`config.mk`:
```
export PLATFORM = sky130hd
export DESIGN_NAME = bounded_vector_table
export DESIGN_NICKNAME = d
export VERILOG_FILES = /design/src/rtl/core/bvt_pkg.sv /design/src/rtl/core/bounded_vector_table.sv /design/src/rtl/core/bvt_mem.sv /design/src/rtl/core/bvt_ctrl.sv
export SDC_FILE = /design/constraint.sdc
export NUM_CORES = 1
export LEC_CHECK = 0
export ABC_AREA = 1
export BUFFER_PORTS_ARGS = -buffer_cell sky130_fd_sc_hd__clkbuf_2
export CORE_UTILIZATION = 49
export DETAILED_ROUTE_END_ITERATION = 7
export PLACE_DENSITY_LB_ADDON = 0.25
export SLEW_MARGIN = 20
export SYNTH_ARGS = -nofsm -noshare
export SYNTH_HDL_FRONTEND = slang
export SYNTH_SLANG_ARGS = --single-unit
```
`constraint.sdc`:
```
create_clock -name clock -period 4.45 [get_ports clock]
set_clock_uncertainty 0.05 [all_clocks]
set_input_delay 0.89 -clock clock [delete_from_list [all_inputs] [get_ports clock]]
set_output_delay 0.89 -clock clock [all_outputs]
set_load 0.01 [all_outputs]
```
`src/rtl/core/bvt_pkg.sv`:
```
// shared types and constants for the bounded vector table
`timescale 1ns / 1ps

package bvt_pkg;

   // default sizing
   localparam int DEPTH_DEFAULT      = 16;
   localparam int DATA_WIDTH_DEFAULT = 32;

   // capacity loaded after reset, before any csr write
   localparam int INIT_CAPACITY_RESET = 8;

   // fixed field widths
   localparam int CMD_W    = 3;
   localparam int STATUS_W = 3;

   // command codes
   typedef enum logic [CMD_W-1:0] {
      CMD_APPEND    = 3'd0,
      CMD_READ      = 3'd1,
      CMD_WRITE     = 3'd2,
      CMD_REMOVE    = 3'd3,
      CMD_RESIZE    = 3'd4,
      CMD_READ_LAST = 3'd5
   } cmd_type;

   // result status codes
   localparam logic [STATUS_W-1:0] STS_OK     = 3'd0;
   localparam logic [STATUS_W-1:0] STS_RANGE  = 3'd1;
   localparam logic [STATUS_W-1:0] STS_FULL   = 3'd2;
   localparam logic [STATUS_W-1:0] STS_TOOBIG = 3'd3;
   localparam logic [STATUS_W-1:0] STS_EMPTY  = 3'd4;

   // sequencer states
   typedef enum logic [1:0] {
      S_IDLE,
      S_READ_DATA,
      S_SHIFT_READ,
      S_SHIFT_WRITE
   } state_type;

endpackage

```
`src/rtl/core/bounded_vector_table.sv`:
```
// Bounded vector table: a compact array of up to DEPTH words kept in one
// single-port memory, with an element count and a logical capacity.
// A command is taken when start is high and busy is low; its one result
// word appears on the rsp_ ports for exactly one cycle with rsp_valid high,
// and the receiver has no way to hold it off. Append, write, resize, the
// unused codes, removal of the last entry and all rejected commands are
// answered from the idle state; read and read last pass through a read-data
// state to wait for the registered memory read data. Remove moves every
// later entry down one place through the single memory port, a read and a
// write per entry, and keeps busy high until the last one is written. The
// result of a command appears in the first cycle with busy low again (or in
// the cycle after the accept for commands answered from the idle state),
// and a new command can be taken in that same cycle. A csr write resets the
// count to zero and loads the capacity, limited to 1..DEPTH.
`timescale 1ns / 1ps

module bounded_vector_table
   import bvt_pkg::*;
#(
   parameter int DEPTH      = DEPTH_DEFAULT,
   parameter int DATA_WIDTH = DATA_WIDTH_DEFAULT
) (
   input  logic                           clock,
   input  logic                           reset,
   // command channel
   input  logic                           start,
   output logic                           busy,
   input  logic [CMD_W-1:0]               req_command,
   input  logic [$clog2(DEPTH)-1:0]       req_index,
   input  logic [DATA_WIDTH-1:0]          req_value,
   input  logic [$clog2(DEPTH+1)-1:0]     req_new_capacity,
   // result channel
   output logic                           rsp_valid,
   output logic [STATUS_W-1:0]            rsp_status,
   output logic [DATA_WIDTH-1:0]          rsp_read_value,
   output logic [$clog2(DEPTH+1)-1:0]     rsp_element_count,
   output logic [$clog2(DEPTH+1)-1:0]     rsp_capacity_now,
   // configuration
   input  logic                           csr_write_enable,
   input  logic [$clog2(DEPTH+1)-1:0]     csr_write_data
);

   logic                       mem_en;
   logic                       mem_we;
   logic [$clog2(DEPTH)-1:0]   mem_addr;
   logic [DATA_WIDTH-1:0]      mem_wdata;
   logic [DATA_WIDTH-1:0]      mem_rdata;

   // command sequencer
   bvt_ctrl #(
      .DEPTH      (DEPTH),
      .DATA_WIDTH (DATA_WIDTH)
   ) u_ctrl (
      .clock             (clock),
      .reset             (reset),
      .start             (start),
      .busy              (busy),
      .req_command       (req_command),
      .req_index         (req_index),
      .req_value         (req_value),
      .req_new_capacity  (req_new_capacity),
      .rsp_valid         (rsp_valid),
      .rsp_status        (rsp_status),
      .rsp_read_value    (rsp_read_value),
      .rsp_element_count (rsp_element_count),
      .rsp_capacity_now  (rsp_capacity_now),
      .csr_write_enable  (csr_write_enable),
      .csr_write_data    (csr_write_data),
      .mem_en            (mem_en),
      .mem_we            (mem_we),
      .mem_addr          (mem_addr),
      .mem_wdata         (mem_wdata),
      .mem_rdata         (mem_rdata)
   );

   // element store
   bvt_mem #(
      .DEPTH      (DEPTH),
      .DATA_WIDTH (DATA_WIDTH)
   ) u_mem (
      .clock     (clock),
      .mem_en    (mem_en),
      .mem_we    (mem_we),
      .mem_addr  (mem_addr),
      .mem_wdata (mem_wdata),
      .mem_rdata (mem_rdata)
   );

endmodule

```
`src/rtl/core/bvt_mem.sv`:
```
// single-port element store with registered read data
`timescale 1ns / 1ps

module bvt_mem
   import bvt_pkg::*;
#(
   parameter int DEPTH      = DEPTH_DEFAULT,
   parameter int DATA_WIDTH = DATA_WIDTH_DEFAULT
) (
   input  logic                         clock,
   input  logic                         mem_en,
   input  logic                         mem_we,
   input  logic [$clog2(DEPTH)-1:0]     mem_addr,
   input  logic [DATA_WIDTH-1:0]        mem_wdata,
   output logic [DATA_WIDTH-1:0]        mem_rdata
);

   logic [DATA_WIDTH-1:0] store_mem [DEPTH];
   logic [DATA_WIDTH-1:0] rdata_ff;

   // one access per cycle, write or read
   always_ff @(posedge clock) begin
      if (mem_en) begin
         if (mem_we) begin
            store_mem[mem_addr] <= mem_wdata;
         end else begin
            rdata_ff <= store_mem[mem_addr];
         end
      end
   end

   assign mem_rdata = rdata_ff;

endmodule

```
`src/rtl/core/bvt_ctrl.sv`:
```
// command sequencer: count, capacity, memory accesses and result word
`timescale 1ns / 1ps

module bvt_ctrl
   import bvt_pkg::*;
#(
   parameter int DEPTH      = DEPTH_DEFAULT,
   parameter int DATA_WIDTH = DATA_WIDTH_DEFAULT
) (
   input  logic                           clock,
   input  logic                           reset,
   // command channel
   input  logic                           start,
   output logic                           busy,
   input  logic [CMD_W-1:0]               req_command,
   input  logic [$clog2(DEPTH)-1:0]       req_index,
   input  logic [DATA_WIDTH-1:0]          req_value,
   input  logic [$clog2(DEPTH+1)-1:0]     req_new_capacity,
   // result channel
   output logic                           rsp_valid,
   output logic [STATUS_W-1:0]            rsp_status,
   output logic [DATA_WIDTH-1:0]          rsp_read_value,
   output logic [$clog2(DEPTH+1)-1:0]     rsp_element_count,
   output logic [$clog2(DEPTH+1)-1:0]     rsp_capacity_now,
   // configuration
   input  logic                           csr_write_enable,
   input  logic [$clog2(DEPTH+1)-1:0]     csr_write_data,
   // memory port
   output logic                           mem_en,
   output logic                           mem_we,
   output logic [$clog2(DEPTH)-1:0]       mem_addr,
   output logic [DATA_WIDTH-1:0]          mem_wdata,
   input  logic [DATA_WIDTH-1:0]          mem_rdata
);

   localparam int IDX_W = $clog2(DEPTH);
   localparam int CNT_W = $clog2(DEPTH+1);
   localparam logic [CNT_W-1:0] DEPTH_C = CNT_W'(DEPTH);
   localparam logic [CNT_W-1:0] CAP_RESET =
      CNT_W'((INIT_CAPACITY_RESET > DEPTH) ? DEPTH : INIT_CAPACITY_RESET);

   state_type               state_ff, state_in;
   logic [CNT_W-1:0]        count_ff, count_in;
   logic [CNT_W-1:0]        capacity_ff, capacity_in;
   logic [IDX_W-1:0]        ptr_ff, ptr_in;
   logic                    rsp_valid_ff, rsp_valid_in;
   logic [STATUS_W-1:0]     rsp_status_ff, rsp_status_in;
   logic [DATA_WIDTH-1:0]   rsp_read_value_ff, rsp_read_value_in;

   logic [CNT_W:0]          cap_doubled;
   logic [CNT_W-1:0]        index_ext;
   logic [CNT_W-1:0]        index_next;
   logic [CNT_W-1:0]        ptr_next;

   assign cap_doubled = {capacity_ff, 1'b0};
   assign index_ext   = CNT_W'(req_index);
   assign index_next  = index_ext + CNT_W'(1);
   assign ptr_next    = CNT_W'(ptr_ff) + CNT_W'(1);

   // state and control registers
   always_ff @(posedge clock) begin
      if (reset) begin
         state_ff     <= S_IDLE;
         count_ff     <= '0;
         capacity_ff  <= CAP_RESET;
         rsp_valid_ff <= 1'b0;
      end else begin
         state_ff     <= state_in;
         count_ff     <= count_in;
         capacity_ff  <= capacity_in;
         rsp_valid_ff <= rsp_valid_in;
      end
   end

   // payload registers
   always_ff @(posedge clock) begin
      ptr_ff            <= ptr_in;
      rsp_status_ff     <= rsp_status_in;
      rsp_read_value_ff <= rsp_read_value_in;
   end

   // next state, memory access and result word
   always_comb begin
      state_in          = state_ff;
      count_in          = count_ff;
      capacity_in       = capacity_ff;
      ptr_in            = ptr_ff;
      rsp_valid_in      = 1'b0;
      rsp_status_in     = rsp_status_ff;
      rsp_read_value_in = rsp_read_value_ff;
      mem_en            = 1'b0;
      mem_we            = 1'b0;
      mem_addr          = '0;
      mem_wdata         = req_value;

      case (state_ff)
         S_IDLE: begin
            if (start) begin
               rsp_status_in     = STS_OK;
               rsp_read_value_in = '0;
               case (cmd_type'(req_command))
                  CMD_APPEND: begin
                     rsp_valid_in = 1'b1;
                     if (count_ff >= capacity_ff && cap_doubled > {1'b0, DEPTH_C}) begin
                        rsp_status_in = STS_FULL;
                     end else begin
                        if (count_ff >= capacity_ff) begin
                           capacity_in = cap_doubled[CNT_W-1:0];
                        end
                        if (count_ff < DEPTH_C) begin
                           mem_en   = 1'b1;
                           mem_we   = 1'b1;
                           mem_addr = IDX_W'(count_ff);
                           count_in = count_ff + CNT_W'(1);
                        end else begin
                           rsp_status_in = STS_FULL;
                        end
                     end
                  end
                  CMD_READ: begin
                     if (index_ext >= count_ff) begin
                        rsp_valid_in  = 1'b1;
                        rsp_status_in = STS_RANGE;
                     end else begin
                        mem_en   = 1'b1;
                        mem_addr = req_index;
                        state_in = S_READ_DATA;
                     end
                  end
                  CMD_WRITE: begin
                     rsp_valid_in = 1'b1;
                     if (index_ext >= count_ff) begin
                        rsp_status_in = STS_RANGE;
                     end else begin
                        mem_en   = 1'b1;
                        mem_we   = 1'b1;
                        mem_addr = req_index;
                     end
                  end
                  CMD_REMOVE: begin
                     if (index_ext >= count_ff) begin
                        rsp_valid_in  = 1'b1;
                        rsp_status_in = STS_RANGE;
                     end else if (index_next < count_ff) begin
                        // fetch the first entry that moves down
                        mem_en   = 1'b1;
                        mem_addr = IDX_W'(index_next);
                        ptr_in   = IDX_W'(index_next);
                        state_in = S_SHIFT_WRITE;
                     end else begin
                        // removing the last entry needs no shift
                        rsp_valid_in = 1'b1;
                        count_in     = count_ff - CNT_W'(1);
                     end
                  end
                  CMD_RESIZE: begin
                     rsp_valid_in = 1'b1;
                     if (req_new_capacity == '0 || req_new_capacity > DEPTH_C) begin
                        rsp_status_in = STS_TOOBIG;
                     end else begin
                        capacity_in = req_new_capacity;
                        if (count_ff > req_new_capacity) begin
                           count_in = req_new_capacity;
                        end
                     end
                  end
                  CMD_READ_LAST: begin
                     if (count_ff == '0) begin
                        rsp_valid_in  = 1'b1;
                        rsp_status_in = STS_EMPTY;
                     end else begin
                        mem_en   = 1'b1;
                        mem_addr = IDX_W'(count_ff - CNT_W'(1));
                        state_in = S_READ_DATA;
                     end
                  end
                  default: begin
                     rsp_valid_in = 1'b1;
                  end
               endcase
            end
         end
         S_READ_DATA: begin
            rsp_valid_in      = 1'b1;
            rsp_status_in     = STS_OK;
            rsp_read_value_in = mem_rdata;
            state_in          = S_IDLE;
         end
         S_SHIFT_WRITE: begin
            // move the fetched word one place down
            mem_en    = 1'b1;
            mem_we    = 1'b1;
            mem_addr  = ptr_ff - IDX_W'(1);
            mem_wdata = mem_rdata;
            if (ptr_next < count_ff) begin
               ptr_in   = IDX_W'(ptr_next);
               state_in = S_SHIFT_READ;
            end else begin
               count_in     = count_ff - CNT_W'(1);
               rsp_valid_in = 1'b1;
               state_in     = S_IDLE;
            end
         end
         S_SHIFT_READ: begin
            mem_en   = 1'b1;
            mem_addr = ptr_ff;
            state_in = S_SHIFT_WRITE;
         end
         default: begin
            state_in = S_IDLE;
         end
      endcase

      // csr write re-initializes the table
      if (csr_write_enable) begin
         count_in = '0;
         if (csr_write_data == '0) begin
            capacity_in = CNT_W'(1);
         end else if (csr_write_data > DEPTH_C) begin
            capacity_in = DEPTH_C;
         end else begin
            capacity_in = csr_write_data;
         end
      end
   end

   assign busy              = (state_ff != S_IDLE);
   assign rsp_valid         = rsp_valid_ff;
   assign rsp_status        = rsp_status_ff;
   assign rsp_read_value    = rsp_read_value_ff;
   assign rsp_element_count = count_ff;
   assign rsp_capacity_now  = capacity_ff;

endmodule
```
# ---- After elaboration in Yosys (flattened, before gate mapping)
# Memories as Yosys holds them, arrays and structs flattened. A register that Yosys moved wholly into a read port is not among the register bits.
# Cells that the tools add are included.
dict set report totals {
  regBits 52
  output_inout_bits 47
  word_cells 150
  ram_bits 512
  mem_count 1
  inputBits 53
}
dict set report op_classes {
  n_bitwise 1
  reduce_logical 23
  n_eq_ne 28
  n_mux 76
  magnitude_cmp 9
  n_addsub 5
}
# memory depth word_bits rd rd_clocked_by_memory_dff write_ports line
set mem_list {}
lappend mem_list {u_mem.store_mem 16 32 1 1 1 bvt_mem.sv:18} ;# logic [DATA_WIDTH-1:0] store_mem [DEPTH];
# op count
set ops {}
lappend ops {{2-to-1 mux 5 bit} 16}
lappend ops {{2-to-1 mux 32 bit} 2}
lappend ops {{one-hot mux 32 bit (2 select lines)} 1}
lappend ops {{2-to-1 mux 4 bit} 12}
lappend ops {{inequality test 3 bit, second input constant} 8}
lappend ops {{one-hot mux 5 bit (2 select lines)} 2}
lappend ops {{2-to-1 mux 1 bit} 18}
lappend ops {{AND reduction 6 bit} 3}
lappend ops {{2-to-1 mux 2 bit} 8}
lappend ops {{one-hot mux 4 bit (4 select lines)} 1}
lappend ops {{logical NOT 5 bit} 3}
lappend ops {{one-hot mux 5 bit (3 select lines)} 1}
lappend ops {{inequality test 3 x 2 -> 1 bit, second input constant} 4}
lappend ops {{one-hot mux 3 bit (4 select lines)} 1}
lappend ops {{one-hot mux 4 bit (3 select lines)} 1}
lappend ops {{adder 4 x 1 -> 5 bit, second input constant} 2}
lappend ops {{greater-than comparator 5 bit, second input constant} 2}
lappend ops {{< comparator 5 bit} 2}
lappend ops {{AND reduction 10 bit} 1}
lappend ops {{nonzero test 2 bit} 5}
lappend ops {{2-to-1 mux 3 bit} 3}
lappend ops {{inequality test 2 bit, second input constant} 4}
lappend ops {{inequality test 4 bit, second input constant} 2}
lappend ops {{one-hot mux 2 bit (4 select lines)} 1}
lappend ops {{29 further kinds} 39}

# ---- Logic depth before layout (Yosys ltp)
dict set report logic_depth {
  depth_word 9
  mapped_depth 24
  mapped_depth_nobuf 22
}

# ---- Cells and area by module
# From an unflattened synthesis, not the netlist that was laid out.
dict set report unflattened {
  cells_unflattened 2729
  hier_area_um2 26634.3
}
# module instances area_each_um2 cells_per_inst seq_area_each_um2
set modules_own_cells {}
lappend modules_own_cells {bvt_mem 1 22549.1 2117 16335.7}
lappend modules_own_cells {bvt_ctrl 1 4085.2 612 1431.4}

# ---- Least setup slack after synthesis
# No wires, ideal clock.
dict set report synth_path {
  path_type {in2reg}
  start {in req_index[0]}
  end {mem u_mem.store_mem[12][0] (netlist name), enable pin}
  arrival_ns 4.343
  n_path_buf 1
  setup_ns 0.421
  required_time_ns 3.979
  path_stages 17
  setup_slack_ns -0.365
  cell_sequence {ha_1 -> xor2_1 -> ha_1 -> nand2_1 -> nand2_1 -> nand2_1 -> nand3_1 -> nor2_2 -> nand2_1 -> o21ai_1 -> o21ai_1 -> nand2_2 -> nand2_2 -> nor2_4 -> buf_4 -> inv_2 -> nor2_1}
}
dict set report synth_between {
  elab_chain_cells 9
  elab_cells_between_ends 21
  cone_classes {add/sub (1); order compare (2); mux (18)}
}
# item line
set synth_rtl {}
lappend synth_rtl {{start, declared} bounded_vector_table.sv:29} ;# input logic [$clog2(DEPTH)-1:0] req_index,
lappend synth_rtl {{adder 4 x 1 -> 5 bit} bvt_ctrl.sv:57} ;# assign index_next = index_ext + CNT_W'(1);
lappend synth_rtl {{< comparator 5 bit} bvt_ctrl.sv:144} ;# end else if (index_next < count_ff) begin
lappend synth_rtl {{2-to-1 mux 1 bit} bvt_ctrl.sv:144}
lappend synth_rtl {{2-to-1 mux 1 bit} bvt_ctrl.sv:141} ;# if (index_ext >= count_ff) begin
lappend synth_rtl {{one-hot mux 1 bit (4 select lines)} bvt_ctrl.sv:101} ;# case (cmd_type'(req_command))
lappend synth_rtl {{2-to-1 mux 1 bit} bvt_ctrl.sv:98} ;# if (start) begin
lappend synth_rtl {{one-hot mux 1 bit (2 select lines)} bvt_ctrl.sv:96} ;# case (state_ff)
lappend synth_rtl {{2-to-1 mux 1 bit} bvt_mem.sv:23} ;# if (mem_en) begin
lappend synth_rtl {{2-to-1 mux 1 bit (not written as such)} bvt_mem.sv:25} ;# store_mem[mem_addr] <= mem_wdata;
lappend synth_rtl {{end, declared} bvt_mem.sv:18}
# Parallel ways exist; a longest one is shown, timed or not.

# ---- Final worst setup path
dict set report layout_path {
  start {in req_index[0]}
  end {mem u_mem.store_mem[13][29] (netlist name), enable pin}
}
# Same word-level chain as after synthesis.

==> impl_metrics.ini <==
[run_status]
outcome = finished, final reports clean

[cts]
htreeDepth = 2
cts_tree = built
cts_resized = 0
clkSinkCount = 596
cts.root.buffer_cell = clkbuf_16
cts_buffer_depth = 3
post-cts-setup-buffers = 0
clk_pin_slew_ps = 70
clkLatencyLatePin_ps = 640
cts_buffers = 61
cts_hold_buffers = 0

[power]
vdd_drop_max_mv = 0.335
p_switching_mw = 3.40
p_per_area_nw_per_um2 = 424
p_leak_nw = 12.8
swShare_pct = 26.3
intPower_mw = 9.50
clock_power_share_pct = 37.7
pwr-share-seq_pct = 49.5
combPwrFrac_pct = 12.8

[route]
avgViaCountPerCell = 5.44
first_pass_iters = 5
wl_um = 69200
wl_per_cell_um = 19.6
drt_iter0_markers = 1944
remaining_drc_errors = 0
vias = 19200
drtAntennaViolNets = 0

[global_route]
grt_antenna_before_repair = 0
grt_pass1_wl_um = 107000
grt_max_degree = 107
grt.total_usage_pct = 25.0
grt_pass1_vias = 18500
overflow = 0

[placed_design]
placedCellCount = 3420
hpwl_um = 39900
dpl_cell_area_um2 = 28600
gp_congestion = 0.913
portBuffers = 99

[synth]
syn_avg_cell_area_um2 = 9.99
ys_top_cells_by_area = edfxtp_1 65%, nand2_1 18%, nand3_1 5.7%
synth_edf_count = 583
yosysMostFrequentCell = nand2_1
synth_top_cell_area_share_pct = 65.3
syn_area_um2 = 26800
ys_warn_count = 0
synth.distinct_cells = 43
synth_ff_type = edfxtp_1
seq_area_frac_synth_pct = 66.3
ys_ff_latch = 596
async_flop_share_pct = 0
synth_nets = 2768
synth_top_area_cell = edfxtp_1
synthCells = 2683
yosys-top-cells-count = 1280 x nand2_1, 583 x edfxtp_1, 303 x nand3_1

[worst_setup_path]
cp.arrival_ps = 4010
r2r-start = u_ctrl.rsp_element_count[0]
crit_path_top_delay_cell = nor2_1
path_cells = clkbuf_2 -> ha_1 -> xor2_1 -> ha_1 -> nand2_1 -> nand2_1 -> nand2_1 -> nand3_1 -> nor2_2 -> nand2_1 -> nand2_1 -> o31ai_1 -> nand2_1 -> nand2_1 -> nor2_1 -> nand3_1 -> buf_4 -> nor2_4 -> buf_4
crit_fanout = 14
slowest_delay_ps = 370
critPathMostFrequentCell = nand2_1
crit_type = in2reg
critPathLaunch = req_index[0]
worstPathRequired_ps = 4710
cp-end-kind = register
startpoint_type = input pin

[finish]
antenna_cells = 0
drive_gt1_share_pct = 11.4
num-fill-cells = 4537
register_area_um2 = 17800
stdcell_area_um2 = 30400
final_nets = 2872
fin_cells = 3530
synthToLayoutAreaGrowth_pct = 13.6
multi_input_area_um2 = 7890

[floorplanning]
core-area_um2 = 53900
io_pins = 100
num_rows = 85
dieWidth_um = 236
fp.dieH_um = 236
initial_utilization_pct = 49.7
dieArea_um2 = 55600

[hold_path]
hp-start = u_ctrl.state_ff[1]
hold_path.class = reg2reg

[timing]
rsz0062_at_grt = false
setup_viol = 0
fin_crit_sh_pct = 84.4
period_needed_ps = 3760
tns_ps = 0
worst_pin_slew_ps = 950
clock.fmax_mhz = 266
relSlewSlack_pct = 36.6
hold_violations = 0
slew_viol_final = 0

[run]
max_cap_viol_count = 0
[per-stage QoR]
| step | setup slack (ps) | hold WS (ps) | total power, mW | util (%) |
|---|---|---|---|---|
| after global placement | 232 | 457 | 8.12 | 53.0 |
| after floorplan | -365 | 421 | 7.58 | - |
| after detailed placement | 198 | 461 | 8.15 | 53.0 |
| after global routing | 507 | 478 | 13.4 | 56.5 |
| final | 695 | 481 | 12.9 | 56.5 |
| after CTS | 822 | 457 | 13.0 | 56.5 |
[cells by family after synthesis]
kind of cell	synth area share [%]
DFF	66.3
adders and majority gates	1.49
xor gates and xnor gates	0.261
AOI/OAI and AO/OA	1.71
and+or+nand+nor	25.3
buffers and inverters	4.97
[final cells by class]
class | count | share of cell area (%)
well taps | 696 | 2.86
repair buffers | 178 | 4.73
flip-flops and latches | 596 | 58.4
multi-input cells | 1795 | 25.9
inverters | 155 | 1.94
clock buffers | 75 | 5.29
clock inverters | 35 | 0.925
[cells in the final DEF, fill, tap and decap left out, drive strengths merged, types with 2 or more instances in the layout]
| cell type | synthesis | routed |
|---|---|---|
| a211oi | 4 | 4 |
| nand2 | 1287 | 1287 |
| dfxtp | 13 | 13 |
| xor2 | 7 | 7 |
| buf | 106 | 79 |
| nor3 | 7 | 7 |
| o2111ai | 2 | 2 |
| clkinv | 1 | 27 |
| clkbuf | 31 | 174 |
| bufinv | 0 | 3 |
| edfxtp | 583 | 583 |
| ha | 32 | 32 |
| nand3 | 303 | 303 |
| a21oi | 33 | 33 |
| nor4 | 2 | 2 |
| a22oi | 3 | 3 |
| nand4 | 3 | 3 |
| nor2 | 68 | 68 |
| inv | 154 | 155 |
| clkinvlp | 0 | 5 |
| or2 | 5 | 5 |
| o21ai | 28 | 28 |
| o211ai | 2 | 2 |
[power by group through the flow]
stage               combinational, mW  sequential (mW)  clock [mW]
floorplan                        1.04             6.54           0
global placement                 1.61             6.51           0
detailed placement               1.63             6.51           0
CTS                              1.64             6.39        4.94
global route                     1.83             6.40        5.13
finish                           1.65             6.39        4.86
[flip-flops by register name (all words and copies together), names as in the netlist]
signal	count
u_ctrl.rsp_element_count	5
u_ctrl.rsp_status	3
u_mem.store_mem	512
u_ctrl.rsp_capacity_now	5
u_ctrl.rsp_valid	1
u_ctrl.rsp_read_value	32
u_mem.mem_rdata	32
u_ctrl.state_ff	2
u_ctrl.ptr_ff	4
[critical path: cells and delay by family]
family | cells | cell delay (ps)
xor gates and xnor gates | 1 | 280
AOI/OAI and AO/OA | 1 | 70
buffers and inverters | 3 | 620
adders and majority gates | 2 | 560
and+or+nand+nor | 12 | 1580
[final timing paths]
kind / end / slack, ps / cells past startpoint
setup / recovery: u_mem.store_mem[13][29] / 690 / 19
hold / removal: u_ctrl.state_ff[1] / 480 / 2
setup reg to reg: u_mem.store_mem[13][29] / 780 / 17
hold reg to reg: u_ctrl.state_ff[1] / 480 / 2
[layer usage]
metal / part of all wire (%) / vias up / global-route usage (%) / wire length, um
li1: - / 9095 / - / -
met1: 42 / 9199 / 34.7 / 29300
met2: 47 / 807 / 40.9 / 32800
met3: 7.9 / 113 / 3.37 / 5490
met4: 2.4 / 0 / 7.90 / 1640
met5: 0 / - / 0 / 0
(Power assumes the default switching activity.)
